===== config.mk =====
export PLATFORM = sky130hd
export DESIGN_NAME = graph_cut_link_weights
export DESIGN_NICKNAME = d
export VERILOG_FILES = /design/src/rtl/core/gclw_pkg.sv /design/src/rtl/core/graph_cut_link_weights.sv /design/src/rtl/core/gclw_ram.sv /design/src/rtl/core/gclw_div.sv /design/src/rtl/core/gclw_ctrl.sv /design/src/rtl/core/gclw_dp.sv
export SDC_FILE = /design/constraint.sdc
export NUM_CORES = 2
export LEC_CHECK = 0
export ABC_AREA = 0
export BUFFER_PORTS_ARGS = -buffer_cell sky130_fd_sc_hd__buf_4
export CAP_MARGIN = 40
export CELL_PAD_IN_SITES_DETAIL_PLACEMENT = 1
export CELL_PAD_IN_SITES_GLOBAL_PLACEMENT = 2
export CORE_MARGIN = 2
export CORE_UTILIZATION = 48
export DETAILED_ROUTE_END_ITERATION = 7
export PLACE_DENSITY_LB_ADDON = 0.1
export SKIP_CTS_REPAIR_TIMING = 1
export SLEW_MARGIN = 40
export SYNTH_ARGS = -nofsm -noshare
export SYNTH_HDL_FRONTEND = slang
export SYNTH_SLANG_ARGS = --single-unit

===== constraint.sdc =====
create_clock -name clk -period 7.2 [get_ports clk]
set_clock_uncertainty 0.05 [all_clocks]
set_input_delay 1.44 -clock clk [delete_from_list [all_inputs] [get_ports clk]]
set_output_delay 1.44 -clock clk [all_outputs]
set_load 0.1 [all_outputs]

===== src/rtl/core/gclw_pkg.sv =====
`timescale 1ns / 1ps
// ----------------------------------------------------------------------------
// gclw_pkg
// Shared types and constants for the graph-cut link weight block.
// ----------------------------------------------------------------------------
package gclw_pkg;

    localparam int MaxSeeds  = 64;
    localparam int SeedAw    = $clog2(MaxSeeds);
    localparam int CountW    = $clog2(MaxSeeds + 1);
    localparam int SeedW     = 25;
    localparam int InDataW   = 80;
    localparam int OutDataW  = 48;
    localparam int DivW      = 16;

    typedef enum logic [1:0] {
        CMD_ADD     = 2'd0,
        CMD_CLEAR   = 2'd1,
        CMD_PROCESS = 2'd2,
        CMD_NONE    = 2'd3
    } cmd_t;

    typedef enum logic [3:0] {
        ST_IDLE,
        ST_SCAN,
        ST_SCAN_LAST,
        ST_DIV_FGP,
        ST_DIV_BGP,
        ST_DIV_RCOST,
        ST_DIV_DCOST,
        ST_SCALE,
        ST_OUT
    } state_t;

    typedef enum logic [3:0] {
        DSEL_FGP,
        DSEL_BGP,
        DSEL_RCOST,
        DSEL_DCOST,
        DSEL_NONE
    } dsel_t;

    typedef struct packed {
        logic  capture;
        logic  seed_write;
        logic  seed_clear;
        logic  scan_start;
        logic  scan_step;
        logic  div_start;
        dsel_t div_sel;
        logic  out_load;
    } gclw_cmd_t;

    typedef struct packed {
        logic scan_done;
        logic div_done;
        logic out_busy;
    } gclw_stat_t;

    function automatic logic [8:0] hsv_diff(input logic [7:0] h1, input logic [7:0] s1,
                                            input logic [7:0] v1, input logic [7:0] h2,
                                            input logic [7:0] s2, input logic [7:0] v2);
        logic [7:0] dh;
        logic [7:0] ds;
        logic [7:0] dv;
        dh = (h1 > h2) ? h1 - h2 : h2 - h1;
        ds = (s1 > s2) ? s1 - s2 : s2 - s1;
        dv = (v1 > v2) ? v1 - v2 : v2 - v1;
        return {1'b0, dh} + {3'b0, ds[7:2]} + {3'b0, dv[7:2]};
    endfunction

endpackage


===== src/rtl/core/graph_cut_link_weights.sv =====
`timescale 1ns / 1ps
// ----------------------------------------------------------------------------
// graph_cut_link_weights
// Graph-cut prior, terminal and neighbour link weights for HSV pixels.
// ----------------------------------------------------------------------------
// A seed add, clear or unused-command transfer is taken while idle and leaves
// the block idle. A process-pixel transfer walks the filled part of the seed
// table at one entry a cycle through the RAM read port, then runs four
// divisions one after another on a shared 16-step divider and then scales
// the terminal and neighbour links. The next transfer is taken in the cycle
// after the result register is loaded; a result still waiting in that
// register holds the block in its final step. Input is held off while a
// pixel is in progress. Command 3 is consumed and ignored. lambda may only
// be written while the block is idle.
module graph_cut_link_weights (
    input  logic        clk,
    input  logic        rst_n,
    input  logic        s_axis_tvalid,
    output logic        s_axis_tready,
    // command[1:0], hue, saturation, brightness, right_hue, right_saturation,
    // right_brightness, down_hue, down_saturation, down_brightness, mask[1:0]
    input  logic [79:0] s_axis_tdata,
    // seed_foreground
    input  logic        s_axis_tuser,
    output logic        m_axis_tvalid,
    input  logic        m_axis_tready,
    // fg_prior, bg_prior, source_link, sink_link, right_link, down_link
    output logic [47:0] m_axis_tdata,
    input  logic        cfg_we,
    input  logic [6:0]  cfg_wdata
);
    import gclw_pkg::*;

    gclw_cmd_t  cmd;
    gclw_stat_t stat;
    cmd_t       in_cmd;

    assign in_cmd = cmd_t'(s_axis_tdata[1:0]);

    gclw_ctrl u_ctrl (
        .clk      (clk),
        .rst_n    (rst_n),
        .in_valid (s_axis_tvalid),
        .in_cmd   (in_cmd),
        .in_ready (s_axis_tready),
        .stat     (stat),
        .cmd      (cmd)
    );

    gclw_dp u_dp (
        .clk       (clk),
        .rst_n     (rst_n),
        .in_data   ({8'd0, s_axis_tdata[73:2]}),
        .in_fg     (s_axis_tuser),
        .in_mask   (s_axis_tdata[75:74]),
        .lambda    (cfg_wdata),
        .lambda_we (cfg_we),
        .cmd       (cmd),
        .stat      (stat),
        .out_valid (m_axis_tvalid),
        .out_ready (m_axis_tready),
        .out_data  (m_axis_tdata)
    );

endmodule


===== src/rtl/core/gclw_ram.sv =====
`timescale 1ns / 1ps
// ----------------------------------------------------------------------------
// gclw_ram
// Single-port-write, registered-read generic RAM.
// ----------------------------------------------------------------------------
module gclw_ram #(
    parameter int Width = 8,
    parameter int Depth = 16
) (
    input  logic                     clk,
    input  logic                     we,
    input  logic [$clog2(Depth)-1:0] waddr,
    input  logic [Width-1:0]         wdata,
    input  logic [$clog2(Depth)-1:0] raddr,
    output logic [Width-1:0]         rdata
);

    logic [Width-1:0] mem [Depth];

    always_ff @(posedge clk)
    begin
        if (we)
        begin
            mem[waddr] <= wdata;
        end
        rdata <= mem[raddr];
    end

endmodule


===== src/rtl/core/gclw_div.sv =====
`timescale 1ns / 1ps
// ----------------------------------------------------------------------------
// gclw_div
// Restoring divider, one quotient bit per cycle.
// ----------------------------------------------------------------------------
module gclw_div (
    input  logic                      clk,
    input  logic                      rst_n,
    input  logic                      start,
    input  logic [gclw_pkg::DivW-1:0] dividend,
    input  logic [gclw_pkg::DivW-1:0] divisor,
    output logic                      done,
    output logic [gclw_pkg::DivW-1:0] quotient
);
    import gclw_pkg::*;

    localparam int CntW = $clog2(DivW + 1);

    logic [DivW-1:0] quo_reg, quo_next;
    logic [DivW-1:0] rem_reg, rem_next;
    logic [DivW-1:0] dsr_reg, dsr_next;
    logic [CntW-1:0] cnt_reg, cnt_next;
    logic            busy_reg, busy_next;
    logic            done_reg, done_next;
    logic [DivW:0]   trial;

    always_comb
    begin
        quo_next  = quo_reg;
        rem_next  = rem_reg;
        dsr_next  = dsr_reg;
        cnt_next  = cnt_reg;
        busy_next = busy_reg;
        done_next = 1'b0;
        trial     = {rem_reg, quo_reg[DivW-1]} - {1'b0, dsr_reg};
        if (start)
        begin
            quo_next  = dividend;
            rem_next  = '0;
            dsr_next  = divisor;
            cnt_next  = CntW'(DivW);
            busy_next = 1'b1;
        end
        else if (busy_reg)
        begin
            if (trial[DivW])
            begin
                rem_next = {rem_reg[DivW-2:0], quo_reg[DivW-1]};
                quo_next = {quo_reg[DivW-2:0], 1'b0};
            end
            else
            begin
                rem_next = trial[DivW-1:0];
                quo_next = {quo_reg[DivW-2:0], 1'b1};
            end
            cnt_next = cnt_reg - 1'b1;
            if (cnt_reg == CntW'(1))
            begin
                busy_next = 1'b0;
                done_next = 1'b1;
            end
        end
    end

    always_ff @(posedge clk or negedge rst_n)
    begin
        if (!rst_n)
        begin
            cnt_reg  <= '0;
            busy_reg <= 1'b0;
            done_reg <= 1'b0;
        end
        else
        begin
            cnt_reg  <= cnt_next;
            busy_reg <= busy_next;
            done_reg <= done_next;
        end
    end

    always_ff @(posedge clk)
    begin
        quo_reg <= quo_next;
        rem_reg <= rem_next;
        dsr_reg <= dsr_next;
    end

    assign done     = done_reg;
    assign quotient = quo_reg;

endmodule


===== src/rtl/core/gclw_ctrl.sv =====
`timescale 1ns / 1ps
// ----------------------------------------------------------------------------
// gclw_ctrl
// Sequencer: seed table updates, table scan, the division chain and the output load.
// ----------------------------------------------------------------------------
module gclw_ctrl (
    input  logic                  clk,
    input  logic                  rst_n,
    input  logic                  in_valid,
    input  gclw_pkg::cmd_t        in_cmd,
    output logic                  in_ready,
    input  gclw_pkg::gclw_stat_t  stat,
    output gclw_pkg::gclw_cmd_t   cmd
);
    import gclw_pkg::*;

    state_t state_reg, state_next;
    logic   acc;

    assign in_ready = (state_reg == ST_IDLE);
    assign acc      = in_valid && in_ready;

    always_comb
    begin
        state_next = state_reg;
        case (state_reg)
            ST_IDLE:
            begin
                if (acc && in_cmd == CMD_PROCESS)
                begin
                    state_next = ST_SCAN;
                end
            end
            ST_SCAN:      if (stat.scan_done) state_next = ST_SCAN_LAST;
            ST_SCAN_LAST: state_next = ST_DIV_FGP;
            ST_DIV_FGP:   if (stat.div_done) state_next = ST_DIV_BGP;
            ST_DIV_BGP:   if (stat.div_done) state_next = ST_DIV_RCOST;
            ST_DIV_RCOST: if (stat.div_done) state_next = ST_DIV_DCOST;
            ST_DIV_DCOST: if (stat.div_done) state_next = ST_SCALE;
            ST_SCALE:     state_next = ST_OUT;
            ST_OUT:       if (!stat.out_busy) state_next = ST_IDLE;
            default:      state_next = ST_IDLE;
        endcase
    end

    always_comb
    begin
        cmd            = '0;
        cmd.div_sel    = DSEL_NONE;
        cmd.capture    = acc;
        cmd.seed_write = acc && (in_cmd == CMD_ADD);
        cmd.seed_clear = acc && (in_cmd == CMD_CLEAR);
        cmd.scan_start = acc && (in_cmd == CMD_PROCESS);
        case (state_reg)
            ST_SCAN:      cmd.scan_step = 1'b1;
            ST_SCAN_LAST:
            begin
                cmd.scan_step = 1'b1;
                cmd.div_start = 1'b1;
                cmd.div_sel   = DSEL_FGP;
            end
            ST_DIV_FGP:   begin cmd.div_start = stat.div_done; cmd.div_sel = DSEL_BGP;   end
            ST_DIV_BGP:   begin cmd.div_start = stat.div_done; cmd.div_sel = DSEL_RCOST; end
            ST_DIV_RCOST: begin cmd.div_start = stat.div_done; cmd.div_sel = DSEL_DCOST; end
            ST_OUT:       cmd.out_load = !stat.out_busy;
            default:      cmd.div_sel = DSEL_NONE;
        endcase
    end

    always_ff @(posedge clk or negedge rst_n)
    begin
        if (!rst_n)
        begin
            state_reg <= ST_IDLE;
        end
        else
        begin
            state_reg <= state_next;
        end
    end

endmodule


===== src/rtl/core/gclw_dp.sv =====
`timescale 1ns / 1ps
// ----------------------------------------------------------------------------
// gclw_dp
// Datapath: seed table, minimum search, shared divider, link scaling and output register.
// ----------------------------------------------------------------------------
module gclw_dp (
    input  logic                         clk,
    input  logic                         rst_n,
    input  logic [gclw_pkg::InDataW-1:0] in_data,
    input  logic                         in_fg,
    input  logic [1:0]                   in_mask,
    input  logic [6:0]                   lambda,
    input  logic                         lambda_we,
    input  gclw_pkg::gclw_cmd_t          cmd,
    output gclw_pkg::gclw_stat_t         stat,
    output logic                         out_valid,
    input  logic                         out_ready,
    output logic [gclw_pkg::OutDataW-1:0] out_data
);
    import gclw_pkg::*;

    logic [6:0]        lambda_reg;
    logic [CountW-1:0] count_reg, count_next;
    logic [7:0]        h_reg, s_reg, v_reg, rh_reg, rs_reg, rv_reg, dh_reg, ds_reg, dv_reg;
    logic [1:0]        mask_reg;
    logic [CountW-1:0] idx_reg;
    logic              rd_valid_reg;
    logic [8:0]        df_reg, db_reg;
    logic [SeedW-1:0]  rdata;
    logic [8:0]        d;
    logic [DivW-1:0]   q_fgp_reg, q_bgp_reg, q_rc_reg, q_dc_reg;
    logic [DivW-1:0]   dvd, dsr, quo;
    logic              ddone;
    logic [6:0]        lsat;
    logic [6:0]        keep;
    logic [13:0]       prod_src_reg, prod_snk_reg;
    logic [15:0]       prod_rl_reg, prod_dl_reg;
    logic [26:0]       src_mul, snk_mul;
    logic [31:0]       rl_mul, dl_mul;
    logic              out_valid_reg;
    logic [OutDataW-1:0] out_reg;
    logic [8:0]        rdiff, ddiff;
    dsel_t             cur_sel_reg;

    assign lsat = (lambda_reg > 7'd100) ? 7'd100 : lambda_reg;
    assign keep = 7'd100 - lsat;

    gclw_ram #(.Width(SeedW), .Depth(MaxSeeds)) u_seed_ram (
        .clk   (clk),
        .we    (cmd.seed_write && (count_reg < CountW'(MaxSeeds))),
        .waddr (count_reg[SeedAw-1:0]),
        .wdata ({in_fg, in_data[7:0], in_data[15:8], in_data[23:16]}),
        .raddr (idx_reg[SeedAw-1:0]),
        .rdata (rdata)
    );

    always_comb
    begin
        count_next = count_reg;
        if (cmd.seed_clear)
        begin
            count_next = '0;
        end
        else if (cmd.seed_write && (count_reg < CountW'(MaxSeeds)))
        begin
            count_next = count_reg + 1'b1;
        end
    end

    assign d = hsv_diff(h_reg, s_reg, v_reg, rdata[23:16], rdata[15:8], rdata[7:0]);
    assign rdiff = hsv_diff(h_reg, s_reg, v_reg, rh_reg, rs_reg, rv_reg);
    assign ddiff = hsv_diff(h_reg, s_reg, v_reg, dh_reg, ds_reg, dv_reg);

    assign stat.scan_done = (idx_reg >= count_reg);
    assign stat.div_done  = ddone;
    assign stat.out_busy  = out_valid_reg && !out_ready;

    always_comb
    begin
        dvd = '0;
        dsr = 16'd1;
        case (cmd.div_sel)
            DSEL_FGP:
            begin
                dvd = DivW'(db_reg * 7'd100);
                dsr = DivW'(df_reg) + DivW'(db_reg) + 1'b1;
            end
            DSEL_BGP:
            begin
                dvd = DivW'(df_reg * 7'd100);
                dsr = DivW'(df_reg) + DivW'(db_reg) + 1'b1;
            end
            DSEL_RCOST:
            begin
                dvd = DivW'(254);
                dsr = DivW'(rdiff) + 1'b1;
            end
            DSEL_DCOST:
            begin
                dvd = DivW'(254);
                dsr = DivW'(ddiff) + 1'b1;
            end
            default:
            begin
                dvd = '0;
                dsr = DivW'(1);
            end
        endcase
    end

    gclw_div u_div (
        .clk      (clk),
        .rst_n    (rst_n),
        .start    (cmd.div_start),
        .dividend (dvd),
        .divisor  (dsr),
        .done     (ddone),
        .quotient (quo)
    );

    // divide by 1000 and by 10 through reciprocal multiplication
    assign src_mul = prod_src_reg * 14'd8389;
    assign snk_mul = prod_snk_reg * 14'd8389;
    assign rl_mul  = prod_rl_reg * 16'd52429;
    assign dl_mul  = prod_dl_reg * 16'd52429;

    always_ff @(posedge clk or negedge rst_n)
    begin
        if (!rst_n)
        begin
            lambda_reg    <= '0;
            count_reg     <= '0;
            out_valid_reg <= 1'b0;
            rd_valid_reg  <= 1'b0;
            idx_reg       <= '0;
            cur_sel_reg   <= DSEL_NONE;
        end
        else
        begin
            if (lambda_we)
            begin
                lambda_reg <= lambda;
            end
            count_reg <= count_next;
            if (cmd.out_load)
            begin
                out_valid_reg <= 1'b1;
            end
            else if (out_ready)
            begin
                out_valid_reg <= 1'b0;
            end
            if (cmd.scan_start)
            begin
                idx_reg      <= '0;
                rd_valid_reg <= 1'b0;
            end
            else if (cmd.scan_step)
            begin
                rd_valid_reg <= !stat.scan_done;
                if (!stat.scan_done)
                begin
                    idx_reg <= idx_reg + 1'b1;
                end
            end
            if (cmd.div_start)
            begin
                cur_sel_reg <= cmd.div_sel;
            end
        end
    end

    always_ff @(posedge clk)
    begin
        if (cmd.capture)
        begin
            h_reg    <= in_data[7:0];
            s_reg    <= in_data[15:8];
            v_reg    <= in_data[23:16];
            rh_reg   <= in_data[31:24];
            rs_reg   <= in_data[39:32];
            rv_reg   <= in_data[47:40];
            dh_reg   <= in_data[55:48];
            ds_reg   <= in_data[63:56];
            dv_reg   <= in_data[71:64];
            mask_reg <= in_mask;
            df_reg   <= 9'd255;
            db_reg   <= 9'd255;
        end
        else if (cmd.scan_step && rd_valid_reg)
        begin
            if (rdata[24])
            begin
                if (d < df_reg) df_reg <= d;
            end
            else
            begin
                if (d < db_reg) db_reg <= d;
            end
        end
        if (ddone)
        begin
            case (cur_sel_reg)
                DSEL_FGP:   q_fgp_reg <= quo;
                DSEL_BGP:   q_bgp_reg <= quo;
                DSEL_RCOST: q_rc_reg  <= quo;
                DSEL_DCOST: q_dc_reg  <= quo;
                default:    ;
            endcase
        end
        prod_src_reg <= q_fgp_reg[6:0] * keep;
        prod_snk_reg <= q_bgp_reg[6:0] * keep;
        prod_rl_reg  <= q_rc_reg[7:0] * (8'd100 + {1'b0, lsat});
        prod_dl_reg  <= q_dc_reg[7:0] * (8'd100 + {1'b0, lsat});
        if (cmd.out_load)
        begin
            out_reg <= {mask_reg[1] ? dl_mul[31:19] : 13'd0,
                        mask_reg[0] ? rl_mul[31:19] : 13'd0,
                        snk_mul[26:23], src_mul[26:23],
                        q_bgp_reg[6:0], q_fgp_reg[6:0]};
        end
    end

    assign out_valid = out_valid_reg;
    assign out_data  = out_reg;

endmodule

## Word level (Yosys, flattened, before mapping)

Memory sizes are Yosys's and may differ from the RTL's. A register that Yosys moved wholly into a read port is not among the register bits.
Cells that the tools add are included.

| operators by class | value |
|---|---|
| magnitude comparators | 14 |
| add/sub/neg operators | 34 |
| bitwise logic cells | 1 |
| $mul | 10 |
| multiplexer cells | 47 |
| eq/ne operators | 25 |
| reduce and logical (&&, ||, !) cells | 30 |

Operators with widths:

| kind | count |
|---|---|
| subtractor 8 bit | 18 |
| one-hot mux 16 bit (3 select lines) | 2 |
| greater-than comparator 8 bit | 9 |
| 2-to-1 mux 8 bit | 9 |
| multiplier 16 x 16 -> 32 bit, second input constant | 2 |
| multiplier 14 x 14 -> 27 bit, second input constant | 2 |
| 2-to-1 mux 16 bit | 3 |
| 2-to-1 mux 7 bit | 6 |
| one-hot mux 4 bit (9 select lines) | 1 |
| multiplier 8 x 8 -> 16 bit | 2 |
| multiplier 7 x 7 -> 14 bit | 2 |
| multiplier 9 x 5 -> 14 bit, second input constant | 2 |
| 2-to-1 mux 4 bit | 7 |
| adder 8 x 6 -> 9 bit | 3 |
| adder 9 x 6 -> 9 bit | 3 |
| adder 9 x 1 -> 10 bit, second input constant | 2 |
| < comparator 9 bit | 2 |
| subtractor 17 x 16 -> 17 bit | 1 |
| adder 16 x 1 -> 16 bit, second input constant | 1 |
| == test 4 x 2 -> 1 bit, second input constant | 4 |
| == test 4 x 3 -> 1 bit, second input constant | 4 |
| 2-to-1 mux 1 bit | 15 |
| adder 7 x 1 -> 7 bit, second input constant | 2 |
| logical NOT 4 bit | 3 |
| 29 further kinds | 56 |

| storage, ports and cells | value |
|---|---|
| word-level logic and storage cells | 198 |
| register bits after elaboration | 316 |
| memories | 1 |
| bits in writable memories | 1,600 |

Memories:

| name | depth | width | rd ports | clocked after memory_dff | write ports | RTL line | text |
|---|---|---|---|---|---|---|---|
| u_dp.u_seed_ram.mem | 64 | 25 | 1 | 1 | 1 | gclw_ram.sv:18 | `logic [Width-1:0] mem [Depth];` |

## Logic depth before layout (Yosys ltp)

| logic depth | value |
|---|---|
| word-level depth | 6 |
| mapped depth | 30 |
| depth with buffers taken out | 28 |

## By module

A second synthesis with hierarchy kept.

| second synthesis, totals | value |
|---|---|
| cells, all modules | 6,904 |
| area total of the unflattened synthesis | 102,726.0 µm² |

By module, submodules not included:

| module | cells an instance | area an instance (µm²) | instances |
|---|---|---|---|
| gclw_ram | 2,850 | 62,497.4 | 1 |
| gclw_dp | 3,727 | 36,831.6 | 1 |
| gclw_div | 277 | 2,989.1 | 1 |
| gclw_ctrl | 49 | 404.1 | 1 |
| graph_cut_link_weights | 1 | 3.8 | 1 |

## Worst setup path before layout

OpenSTA, ideal clock, no wires.

| timing | value |
|---|---|
| kind | flip-flop to flip-flop |
| from | register u_dp.lambda_reg[0] |
| to | register u_dp.prod_dl_reg[14] |
| period minus slack after synthesis | 6.200 ns |
| required time | 7.032 ns |
| cell stages (with the launch flop) | 25 |
| arrival time | 6.032 ns |
| setup slack | 1.000 ns |
| path through | dfrtp_1 > o21ai_0 > a21oi_1 > nor2_1 > clkbuf_1 > inv_1 > ha_1 > xnor2_1 > clkbuf_1 > nor2b_1 > fa_1 > inv_1 > fa_1 > inv_1 > fa_1 > inv_1 > fa_1 > inv_1 > ha_1 > a21boi_1 > o311a_1 > o21a_1 > o21a_1 > o41a_1 > xor2_1 |

| on the way | value |
|---|---|
| word-level cells in the longest chain between the ends | 4 |

Ends and longest elaborated chain:

| element | RTL line | text |
|---|---|---|
| from (decl) | gclw_dp.sv:22 | `logic [6:0] lambda_reg;` |
| from (signal assigned) | gclw_dp.sv:142 | `lambda_reg <= lambda;` |
| greater-than comparator 7 bit | gclw_dp.sv:45 | `assign lsat = (lambda_reg > 7'd100) ? 7'd100 : lambda_reg;` |
| 2-to-1 mux 7 bit (*) | gclw_dp.sv:45 |  |
| adder 7 x 7 -> 8 bit (*) | gclw_dp.sv:214 | `prod_dl_reg <= q_dc_reg[7:0] * (8'd100 + {1'b0, lsat});` |
| multiplier 8 x 8 -> 16 bit (*) | gclw_dp.sv:214 |  |
| to (signal assigned) | gclw_dp.sv:214 |  |
| to (decl) | gclw_dp.sv:37 | `logic [15:0] prod_rl_reg, prod_dl_reg;` |

Mark *: on every way between the ends. The rest lies on a longest branch, timed or not.
A chain may end at the register's enable or synchronous reset.

## Worst setup path after layout

| timing | value |
|---|---|
| from | register u_dp.v_reg[5] |
| to | register u_dp.db_reg[1] |

| on the way | value |
|---|---|
| word-level cells in the longest chain between the ends | 5 |
| elaborated cells on any way between the ends | 7 |
| those cells by class | 3 x add/sub; 2 x order compare; 1 x mux; 1 x reduce/logical |

Ends and longest elaborated chain:

| element | RTL line | text |
|---|---|---|
| from (decl) | gclw_dp.sv:24 | `logic [7:0] h_reg, s_reg, v_reg, rh_reg, rs_reg, rv_reg, dh_reg, ds_reg, dv_reg;` |
| from (signal assigned) | gclw_dp.sv:179 | `v_reg <= in_data[23:16];` |
| subtractor 8 bit or greater-than comparator 8 bit (tied branches) | gclw_pkg.sv:68 | `dv = (v1 > v2) ? v1 - v2 : v2 - v1;` |
| 2-to-1 mux 8 bit (*) | gclw_pkg.sv:68 |  |
| adder 9 x 6 -> 9 bit (*) | gclw_pkg.sv:69 | `return {1'b0, dh} + {3'b0, ds[7:2]} + {3'b0, dv[7:2]};` |
| via u_dp.d[7] | gclw_dp.sv:30 | `logic [8:0] d;` |
| < comparator 9 bit (*) | gclw_dp.sv:198 | `if (d < db_reg) db_reg <= d;` |
| AND reduction 3 bit (no source line) (*) | - |  |
| to (signal assigned) | gclw_dp.sv:188 | `db_reg <= 9'd255;` |
| to (signal assigned) | gclw_dp.sv:198 |  |
| to (decl) | gclw_dp.sv:28 | `logic [8:0] df_reg, db_reg;` |

The timed path passes the listed nets; every way through them passes the cells marked *.

==> key figures <==
Setup path
  • Setup crit start kind: flip-flop
  • Critical Path Sink Type: flip-flop
  • CP peak stage delay: 0.50 ns
  • CP arrival: 7.10 ns
  • Reg2reg start: u_dp.v_reg[5]$_DFFE_PP_
  • Reg2Reg Depth: 27
  • Reg2reg setup slack: 0.75 ns
  • CP required: 7.85 ns
  • Slowest stage cell, crit path: xor2_1
  • Reg2reg end: u_dp.db_reg[1]$_SDFFE_PP1P_
  • Worst-path fanout max: 16
  • Family with the most delay on the worst path: compound AO/OA/AOI/OAI gates
  • WS Path Type: flip-flop to flip-flop
  • Buf/Inv on CP: 4

Global route
  • First-pass GRT wire length: 388 mm
  • Total Routing Usage GR: 24.8%
  • Initial antenna violation count: 24
  • Vias in the first global route: 59,600
  • Total gr overflow: 0
  • Largest net degree at the start of global routing: 128

Final layout
  • Largest Register: u_dp.u_seed_ram.mem
  • Area delta synth->final: 13.4%
  • Finished Core Util: 54.7%
  • Max FFs per register: 1,600
  • Share of layout cells above drive strength 1: 18.2%
  • Most frequent cells in the layout: 1,779 x edfxtp_1, 857 x ha_1, 832 x inv_1, 525 x mux4_2, 359 x fa_1
  • Most common cell after layout, fill and taps aside: edfxtp_1
  • Nets: 7,985

Routing
  • Drt drc: 0
  • Drt pass-1 iters: 5
  • Final WL: 260 mm
  • Initial drt markers: 4,202
  • Detailed-route via count: 54,900
  • Via density: 5.69
  • DRT antenna net count: 0
  • Routed length per instance: 26.9 µm

Die
  • Die X: 462 µm
  • Core area: 209,000 µm²
  • Rows: 168
  • Ports: 143
  • Initial Util: 48.2%
  • Die height: 462 µm
  • Die ar.: 214,000 µm²

Clocking
  • CTS Buffer Depth: 3
  • H-tree Lvls: 4
  • Clock transition at the registers of the reported paths: 0.06 ns
  • CTS Root Cell: clkbuf_16
  • Clk sinks: 1,935
  • CTS tree: yes
  • Clk Latency, worst-skew pair: 0.86 ns
  • CTS buffer count: 200

Min path
  • Hold crit path type: flip-flop to flip-flop
  • Hold Crit Start: u_dp.cur_sel_reg[2]$_DFFE_PN1P_
  • Worst hold endpoint: u_dp.cur_sel_reg[2]$_DFFE_PN1P_
  • Min-Delay Path Depth: 1

STA
  • Slew Limit Fails: 0
  • RSZ-0062 raised after global routing: no
  • Max-slew headroom: 40.7%
  • Fmax: 0.155 GHz
  • Setup TNS: 0 ns
  • Final Hold Viols: 0
  • Final worst path period need: 6.45 ns
  • # setup viols final: 0
  • Hold_ws: 0.445 ns
  • Least-Margin Pin Slew: 0.889 ns
  • Post-route clock period utilization: 89.6%

Placement
  • Gpl congestion: 0.816
  • Post-DP HPWL: 180 mm
  • IO Port Bufs: 138

Synth
  • Post-synthesis sequential element count: 1,935
  • Syn avg cell area: 15.9 µm²
  • Post-synth top flop: edfxtp_1
  • Post-synth EDFFs: 1,779
  • FFs w/ async S/R, synth: 1.91%
  • Synthesized area: 101,000 µm²
  • Post-synthesis sequential area ratio: 56.3%
  • Post-Syn Instances: 6,351
  • Mapped Nets: 7,660
  • Post-synthesis cell type count: 79
  • Synth warn: 0

Run
  • Max Cap Viol: 0

Run status
  • Run status: completed
==> how the worst max path moves through the flow <==
stage                                         from                           end  slack (ns)  cells past startpoint
finish                     u_dp.v_reg[5]$_DFFE_PP_   u_dp.db_reg[1]$_SDFFE_PP1P_        0.75                     27
CTS                        u_dp.v_reg[5]$_DFFE_PP_   u_dp.db_reg[1]$_SDFFE_PP1P_        0.82                     27
floorplan           u_dp.lambda_reg[0]$_DFFE_PN0P_  u_dp.prod_dl_reg[14]$_DFF_P_        1.00                     24
detailed placement         u_dp.v_reg[5]$_DFFE_PP_   u_dp.df_reg[6]$_SDFFE_PP1P_        0.90                     27
global route               u_dp.v_reg[5]$_DFFE_PP_   u_dp.df_reg[7]$_SDFFE_PP1P_        0.32                     27
global placement           u_dp.v_reg[5]$_DFFE_PP_   u_dp.db_reg[8]$_SDFFE_PP0P_        1.01                     27
==> per-layer routing <==
metal | wire, µm | global-route usage, %
met4 | 6770 | 6.41
met3 | 13400 | 3.44
met1 | 106000 | 32.2
met2 | 134000 | 43.7
met5 | 52 | 0
==> area by class of cell <==
type,instances,area (µm²)
inverter,833,3130
multi-input combinational,3405,40700
antenna,9,22.5
clock buffer,250,5300
fill,19300,94800
tap,2805,3510
sequential,1935,56700
timing repair buffer,301,3720
clock inverter,114,1220
==> stage by stage <==
step / worst slack [ns] / cell area [µm²] / instances
global placement: 1.01 / 106000 / 9178
finish: 0.748 / 114000 / 9652
CTS: 0.815 / 114000 / 9637
detailed placement: 0.900 / 108000 / 9273
global route: 0.318 / 114000 / 9644
floorplan: 1.00 / 101000 / 6351
==> cells in the mapped netlist (36+ instances only) <==
library cell / instances / area, µm²
dfxtp_1: 119 / 2380
inv_1: 833 / 3130
xnor2_1: 140 / 1230
nand2_1: 163 / 612
fa_1: 359 / 7190
ha_1: 857 / 10700
o21ai_0: 101 / 505
and2_1: 186 / 1160
dfrtp_1: 36 / 901
a21oi_1: 151 / 756
clkbuf_1: 105 / 394
nor2_1: 196 / 736
xor2_1: 74 / 648
nor2b_1: 84 / 526
mux2i_1: 51 / 510
edfxtp_1: 1779 / 53400
nand3_1: 50 / 250
mux4_2: 525 / 11800
nand2b_1: 39 / 244
a21o_1: 76 / 571
==> logic make-up (layout without fill, tap and decap cells) <==
kind of cell / count (synthesis) / after routing / share of synthesized area (%)
DFF: 1935 / 1935 / 56.3
adders and majority gates: 1216 / 1216 / 17.8
muxes: 602 / 602 / 12.5
other: 0 / 9 / 0
buffers and inverters: 1011 / 1498 / 3.88
and+or+nand+nor: 834 / 834 / 4.25
xor gates and xnor gates: 214 / 214 / 1.86
AOI/OAI and AO/OA: 539 / 539 / 3.42
Power is left out: the tool's default activity adds up to more than one toggle a clock period on the data nets, which glitch-free logic cannot reach.
